`config.mk`:
```
export PLATFORM = sky130hd
export DESIGN_NAME = hdrtm_pack
export DESIGN_NICKNAME = d
export VERILOG_FILES = /design/src/rtl/hdrtm_pkg.sv /design/src/rtl/hdrtm_pack.sv
export SDC_FILE = /design/constraint.sdc
export NUM_CORES = 1
export LEC_CHECK = 0
export BUFFER_PORTS_ARGS = -buffer_cell sky130_fd_sc_hd__buf_2
export CAP_MARGIN = 40
export CELL_PAD_IN_SITES_DETAIL_PLACEMENT = 2
export CELL_PAD_IN_SITES_GLOBAL_PLACEMENT = 2
export CORE_MARGIN = 10
export CORE_UTILIZATION = 24
export CTS_CLUSTER_DIAMETER = 60
export DETAILED_ROUTE_END_ITERATION = 10
export GPL_ROUTABILITY_DRIVEN = 1
export PLACE_DENSITY = 0.89
export SLEW_MARGIN = 20
export SYNTH_ARGS = -nofsm -noshare
export SYNTH_HDL_FRONTEND = slang
export SYNTH_SLANG_ARGS = --single-unit
```
`constraint.sdc`:
```
create_clock -name clk -period 0.8 [get_ports clk]
set_input_delay 0.2 -clock clk [delete_from_list [all_inputs] [get_ports clk]]
set_output_delay 0.2 -clock clk [all_outputs]
set_load 0.005 [all_outputs]
```
`src/rtl/hdrtm_pkg.sv`:
```
// ----------------------------------------------------------------------------
// hdrtm_pkg: shared constants for the HDR tone-map resolve block
// Field widths, default parameters and configuration register indexes.
// ----------------------------------------------------------------------------
package hdrtm_pkg;

  localparam int FRAC_BITS_DEF   = 16;
  localparam int LUT_ENTRIES_DEF = 1024;

  localparam int CHAN_W     = 25;   // signed linear channel
  localparam int GAIN_W     = 24;   // unsigned exposure gain
  localparam int IN_DATA_W  = 80;   // 3*25 + 2 flags, padded to bytes
  localparam int OUT_DATA_W = 32;
  localparam int CFG_IDX_W  = 1;
  localparam int CFG_DATA_W = 24;

  // configuration register indexes
  localparam logic [CFG_IDX_W-1:0] REG_EXPOSURE_GAIN = 1'd0;
  localparam logic [CFG_IDX_W-1:0] REG_DITHER_ENABLE = 1'd1;

  localparam logic [7:0] ALPHA_OPAQUE = 8'hFF;

  // register stages in one lane, input beat to lane code
  function automatic int lane_depth(input int frac_bits);
    return frac_bits + 9;
  endfunction

endpackage

```
`src/rtl/hdrtm_pack.sv`:
```
// ----------------------------------------------------------------------------
// hdrtm_pack: merge lane codes into a BGRA8 output beat
// Output register of the block; holds while the sink stalls.
// ----------------------------------------------------------------------------
module hdrtm_pack (
  input  logic       clk,
  input  logic       rst,
  input  logic       en,
  input  logic       vin,
  input  logic [7:0] red,
  input  logic [7:0] green,
  input  logic [7:0] blue,
  output logic       m_tvalid,
  output logic [hdrtm_pkg::OUT_DATA_W-1:0] m_tdata
);

  always_ff @(posedge clk) begin
    if (rst) begin
      m_tvalid <= 1'b0;
    end else if (en) begin
      m_tvalid <= vin;
    end
  end

  always_ff @(posedge clk) begin
    if (en) m_tdata <= {hdrtm_pkg::ALPHA_OPAQUE, red, green, blue};
  end

endmodule

```
; Word level (Yosys, flattened, before mapping)
; Index checks and enable logic that the tools add are counted.
[word_totals]
ff_bits = 25
latch_bits = 0
mem_bits_rw = 0
rom_bits = 0
in_bits = 28
output_inout_bits = 33
mem_count = 0
[classes]
add_sub_neg = 0
n_mul = 0
div_mod_pow = 0
n_lt_le_gt_ge = 0
n_eq_ne = 0
shift = 0
muxes = 0
bitwise_logic = 0
n_reduce_logical = 0

; Logic depth before layout (Yosys ltp)
; Gate-level depths: netlist (run 1).
[depth]
word_depth = 0
depth_mapped = 2
ltp_nobuf = 2

; Worst setup path before layout (run 1)
; Ideal clock, no wire load.
[synth_timing]
kind = register to register
startpoint = register m_tvalid (netlist name)
endpoint = register m_tvalid
setup_ps = 114
arrival_ps = 450
required_ps = 686
slack_ps = 236
path_stages_with_launch = 3
path_buffers = 0
path_cell_list = dfxtp_1 > mux2i_1 > nor2_1
[synth_lines]
columns = element, line
row1 = end signal: assignment, hdrtm_pack.sv:21  ; m_tvalid <= vin;
row2 = end: declaration, hdrtm_pack.sv:13  ; output logic m_tvalid,

; Final worst setup path (run 1)
[layout_timing]
startpoint = register m_tdata[11] (netlist name)
endpoint = output m_tdata[11] (netlist name)
[layout_lines]
columns = element, line
row1 = start: declaration, hdrtm_pack.sv:14  ; output logic [hdrtm_pkg::OUT_DATA_W-1:0] m_tdata
row2 = start signal: assignment, hdrtm_pack.sv:26  ; if (en) m_tdata <= {hdrtm_pkg::ALPHA_OPAQUE, red, green, blue};
; No word-level cell between the ends.

==> flow_summary.ini, run 1 <==
[clock_tree]
cts_made_buffers = 3
path_clk_slew_ns = 0.14
number_of_h_tree_levels = 1
cts.repair_timing.setup_buffer_count = 0
clock_insertion_delay_worst_skew_ns = 0.31
clock-sinks = 25
cts-root-buf = clkbuf_4
cts_max_path_buffers = 2
cts.hold.buffers_added = 0
cts_tree = yes

[setup_path]
timing.critical_path.fanout_max = 1
path_cells = buf_2
cp_slowest_cell = edfxtp_1
worst_path_largest_cell_delay_ns = 0.40
critical_path.endpoint_type = primary output
cp_num_buf_inv = 1
cp.required_ns = 0.60
path_class = reg -> out
worst_setup_path_start_kind = register
worst_ep_arrival_time_ns = 0.87
crit_family = flip-flops

[yosys]
synth.top_cells.by_count = 24 x edfxtp_1, 8 x buf_4
ys.warnings.count = 0
synthDominantCellAreaShare_pct = 88.1
top_ff_cell_synth = edfxtp_1
synthCells = 36
synth-async-reset-ratio_pct = 0
synth_most_common_cell = edfxtp_1
synth-edff-count = 24
synth_cell_type_count = 6
syn-cell-area_um2 = 818
yosysSeqAreaShare_pct = 90.5
synth_area_per_cell_um2 = 22.7
dominant_cells_by_area_after_synthesis = edfxtp_1 88%, buf_4 7.3%, dfxtp_1 2.4%
ys_ff_latch = 25
synth_area_leader_cell = edfxtp_1

[floorplan]
dieArea_um2 = 6140
chipWidth_um = 78.4
initial_core_util_pct = 24.7
placementRows = 21
ports = 61
floorplan.die.height_um = 78.4
core-area_um2 = 3310

[placed_design]
routabilityCongestion = 0.688
placed_cell_area_um2 = 1140
io_buffers = 52
hpwl_mm = 2.02
place.detailed.instances = 135
dp_worst_setup_slack_ns = -0.0135

[grt]
grt_first_pass_wirelength_mm = 3.49
grt_start_max_net_pins = 15
global_route.usage.total_pct = 7.43
grt_pass1_vias = 649
overflow = 0
initial_antenna_violation_count = 0

[timing]
setup_slack_ns = -0.266
timing.final.max_slew_violations = 0
final-hold-violation-count = 0
timing.final.crit_share_pct = 133
fmaxAchievable_ghz = 0.938
finalClockSkew_ns = 0
rsz0062_at_grt = yes
count_of_endpoints_failing_setup_in_the_final_report = 25
timing.final.crit_period_ns = 1.07

[power]
power.density_cell_area_nw_per_um2 = 2010
max-vdd-ir-drop_mv = 0.864
power_leakage_nw = 0.520

[run]
maxCapViolCount = 0

[routing]
first_iteration_detailed_routing_drc_count = 6
route.antenna.remaining_nets = 0
vias_per_cell = 3.53
wl_per_cell_um = 16.3
detail_route.drc_violations = 0
route.vias.total = 490
total_wirelength_of_the_detailed_routed_design_mm = 2.26
firstDrtPassIters = 4

[finish]
final_net_count = 122
stdcell_area_um2 = 1180
postLayoutCoreUtil_pct = 35.6
finalNonFillerCells = 139
drive_above_1_share_pct = 63.4
area_growth_syn_to_layout_pct = 43.9
antenna_cells = 0

[status]
outcome = finished, violations left
violations_in_the_final_reports = setup timing

[hold_path]
hp-class = in -> reg
==> per-stage QoR <==
step | TNS [ns] | hold slack, ns | total power, mW
after floorplan | 0 | 0.272 | 1.66
after global placement | -0.00939 | 0.356 | 1.85
after detailed placement | -0.194 | 0.362 | 1.86
after CTS | -6.41 | 0.00415 | 2.41
after global routing | -7.24 | 0.0105 | 2.49
final | -5.85 | 0.0204 | 2.37
==> where the power goes <==
part	leakage [nW]	total [mW]	internal (mW)	switching [mW]
clock	0.0177	0.550	0.187	0.362
sequential	0.243	1.57	1.54	0.0252
combinational	0.259	0.253	0.133	0.119
total	0.520	2.37	1.87	0.507
==> what timing repair did <==
| action | CTS | global route |
|---|---|---|
| endpoints found under the setup margin | 25 | 25 |
| gates cloned | 0 | 0 |
| gates resized for setup | 2 | 0 |
==> cell type report <==
cell class,count,area [um2]
clock buffers,3,22.5
fillers,366,2130
well taps,46,57.6
flip-flops and latches,25,742
multi-input cells,10,43.8
clock inverters,1,5.00
repair buffers,54,307
==> routing by layer <==
metal  routed length [um]  share of wire [%]  up-vias  GRT usage [%]
li1                     -                  -      231              -
met1                  786                 35      221           6.55
met2                 1180                 52       36           13.4
met3                  268                 12        2           4.33
met4                   25                1.1        0           3.23
met5                    0                  0        -              0
==> final timing paths <==
kind          startpoint     endpoint  slack (ns)  cells past startpoint
max          m_tdata[11]  m_tdata[11]       -0.27                      1
min                  rst     m_tvalid        0.02                      2
max reg2reg     m_tvalid     m_tvalid        0.19                      2
min reg2reg     m_tvalid     m_tvalid        0.53                      2
==> placed cells by master, fill, tap and decap left out <==
cell type / Yosys / routed
nor2_1: 1 / 1
buf_6: 0 / 1
edfxtp_1: 24 / 24
buf_12: 0 / 2
dfxtp_2: 0 / 1
clkbuf_4: 0 / 3
mux2i_1: 1 / 1
clkinv_2: 0 / 1
buf_2: 0 / 51
conb_1: 1 / 8
==> kinds of logic after synthesis <==
group,after synthesis,synth area share [%]
flip-flops,25,90.5
AND/OR/NAND/NOR,1,0.458
multiplexers,1,1.22
other,1,0.458
buffers and inverters,8,7.34
==> flip-flops by register name (all words and copies together), names as in the netlist <==
name      count
m_tvalid      1
m_tdata      24
==> worst reg2reg max path: stages (launching register included) <==
cell and delay [ns]:
dfxtp_2 0.35, mux2i_1 0.12, nor2_1 0.05
Note: power is estimated with default switching activity, not from simulation.
==> inputs of run 2 (changes only) <==
--- a/config.mk
+++ b/config.mk
@@ -5,16 +5,17 @@
 export SDC_FILE = /design/constraint.sdc
 export NUM_CORES = 1
 export LEC_CHECK = 0
-export BUFFER_PORTS_ARGS = -buffer_cell sky130_fd_sc_hd__buf_2
 export CAP_MARGIN = 40
 export CELL_PAD_IN_SITES_DETAIL_PLACEMENT = 2
 export CELL_PAD_IN_SITES_GLOBAL_PLACEMENT = 2
 export CORE_MARGIN = 10
-export CORE_UTILIZATION = 24
+export CORE_UTILIZATION = 30
 export CTS_CLUSTER_DIAMETER = 60
 export DETAILED_ROUTE_END_ITERATION = 10
+export DONT_BUFFER_PORTS = 1
 export GPL_ROUTABILITY_DRIVEN = 1
-export PLACE_DENSITY = 0.89
+export PLACE_DENSITY = 0.75
+export SKIP_CTS_REPAIR_TIMING = 1
 export SLEW_MARGIN = 20
 export SYNTH_ARGS = -nofsm -noshare
 export SYNTH_HDL_FRONTEND = slang
==> constraint.sdc (replaced) <==
create_clock -name clk -period 1.4 [get_ports clk]
set_input_delay 0.35 -clock clk [delete_from_list [all_inputs] [get_ports clk]]
set_output_delay 0.35 -clock clk [all_outputs]
set_load 0.005 [all_outputs]
==> run 2 against run 1 <==
Effect of this change: the flow now finishes without violations; hold slack better by 0.078 ns; clock-buffer cell count up 1; clock skew stayed put; non-clock buffer count shrank 54; critical path depth down 1; first-iteration DRC count grew to 3.5 times the previous value; largest cell class unchanged; largest power group unchanged.
==> flow_summary.ini, run 2 (same netlist as run 1, synthesis figures left out) <==
[status]
outcome = finished, final reports clean

[setup_path]
setup.reg_to_reg.worst_slack_ns = 0.79
path_class = reg -> out
rr_startpoint = m_tvalid
depth_of_the_most_critical_reg_to_reg_path = 2
critical_path.endpoint_type = primary output
cp.required_ns = 1.05
regToRegEndpoint = m_tvalid
path_depth = 0
worst_setup_path_start_kind = register
timing.critical_path.fanout_max = 1
worst_ep_arrival_time_ns = 0.75

[routing]
route.vias.total = 301
detail_route.drc_violations = 0
route.antenna.remaining_nets = 0
wl_per_cell_um = 27.1
first_iteration_detailed_routing_drc_count = 21
firstDrtPassIters = 4
vias_per_cell = 4.36
total_wirelength_of_the_detailed_routed_design_mm = 1.87

[power]
max-vdd-ir-drop_mv = 0.468
power.density_cell_area_nw_per_um2 = 1450
post-layout-total-power_mw = 1.23
power_leakage_nw = 0.292

[clock_tree]
clock-sinks = 25
path_clk_slew_ns = 0.12
cts_made_buffers = 3
cts_tree = yes
cts-root-buf = clkbuf_4
cts_max_path_buffers = 2
number_of_h_tree_levels = 1
clock_insertion_delay_worst_skew_ns = 0.30

[grt]
grt_pass1_vias = 321
initial_antenna_violation_count = 0
overflow = 0
grt_start_max_net_pins = 26
global_route.usage.total_pct = 6.99
grt_first_pass_wirelength_mm = 2.53

[finish]
multiInputGateArea_um2 = 43.8
drive_above_1_share_pct = 7.69
area_growth_syn_to_layout_pct = 3.67
fillerInstances = 253
layout.cells.most_common = edfxtp_1
largest_register_ffs = 24
antenna_cells = 0
layout_common_cells = 24 x edfxtp_1, 8 x conb_1, 3 x clkbuf_4
final_net_count = 68
layout_top_registers = m_tdata: 24 flops, m_tvalid: 1 flops
largest-register = m_tdata
final-seq-area_um2 = 741

[timing]
rsz0062_at_grt = no
fmaxAchievable_ghz = 0.911
finalSetupTns_ns = 0
timing.final.max_slew_violations = 0
final-hold-violation-count = 0
fin_worst_hold_slack_ns = 0.0982
count_of_endpoints_failing_setup_in_the_final_report = 0
finalClockSkew_ns = 0
timing.final.crit_period_ns = 1.10
timing.final.crit_share_pct = 78.4

[run]
maxCapViolCount = 0

[hold_path]
hold_worst_path_end = m_tvalid
hp-class = in -> reg
worst_min_path_start = rst
timing.hold.worst_path_depth = 1

[placed_design]
hpwl_mm = 1.57
routabilityCongestion = 0.596
io_buffers = 0

[floorplan]
dieArea_um2 = 5220
placementRows = 18
floorplan.die.height_um = 72.2
chipWidth_um = 72.2
core-area_um2 = 2540
ports = 61
initial_core_util_pct = 32.2
[run 2: cell count changes in the layout (fill, tap and decap cells not counted)]
cell      previous run  this run
dfxtp_2              1         0
clkinv_2             1         0
dfxtp_1              0         1
buf_12               2         0
buf_6                1         0
buf_2               51         0
clkbuf_1             0         1
[run 2: worst max-delay path by stage]
stage | start | endpoint | slack (ns)
floorplan | m_tdata[0] | m_tdata[0] | 0.69
global route | m_tdata[4] | m_tdata[4] | 0.26
CTS | m_tdata[4] | m_tdata[4] | 0.29
detailed placement | m_tdata[7] | m_tdata[7] | 0.64
global placement | m_tdata[10] | m_tdata[10] | 0.66
finish | m_tdata[7] | m_tdata[7] | 0.30
[run 2: routing by layer]
| layer | vias to the layer above | GRT usage (%) | wire [um] |
|---|---|---|---|
| met5 | - | 0 | 0 |
| met4 | 0 | 3.87 | 19 |
| met3 | 2 | 6.53 | 368 |
| met2 | 40 | 8.75 | 739 |
| met1 | 136 | 7.53 | 743 |
| li1 | 123 | - | - |
[run 2: cell type report]
class                           count  area share [%]
Sequential cell                    25            87.3
Tap cell                           30            4.42
Multi-Input combinational cell     10            5.16
Clock buffer                        4            3.10
[run 2: through the flow]
step / cell area [um2] / setup WS (ns) / utilization (%) / instances
6_report: 848 / 0.302 / 33.3 / 69
5_1_grt: 848 / 0.255 / 33.3 / 69
4_1_cts: 848 / 0.286 / 33.3 / 69
3_5_place_dp: 822 / 0.643 / 32.3 / 65
3_3_place_gp: 822 / 0.657 / 32.3 / 65
2_1_floorplan: 845 / 0.695 / - / 43
[run 2: power by group]
part / switching, mW / total, mW / internal [mW] / leakage, nW
Clock: 0.189 / 0.300 / 0.111 / 0.0150
Sequential: 0.0365 / 0.923 / 0.887 / 0.243
Combinational: 0.00658 / 0.00832 / 0.00174 / 0.0336
Total: 0.232 / 1.23 / 0.999 / 0.292
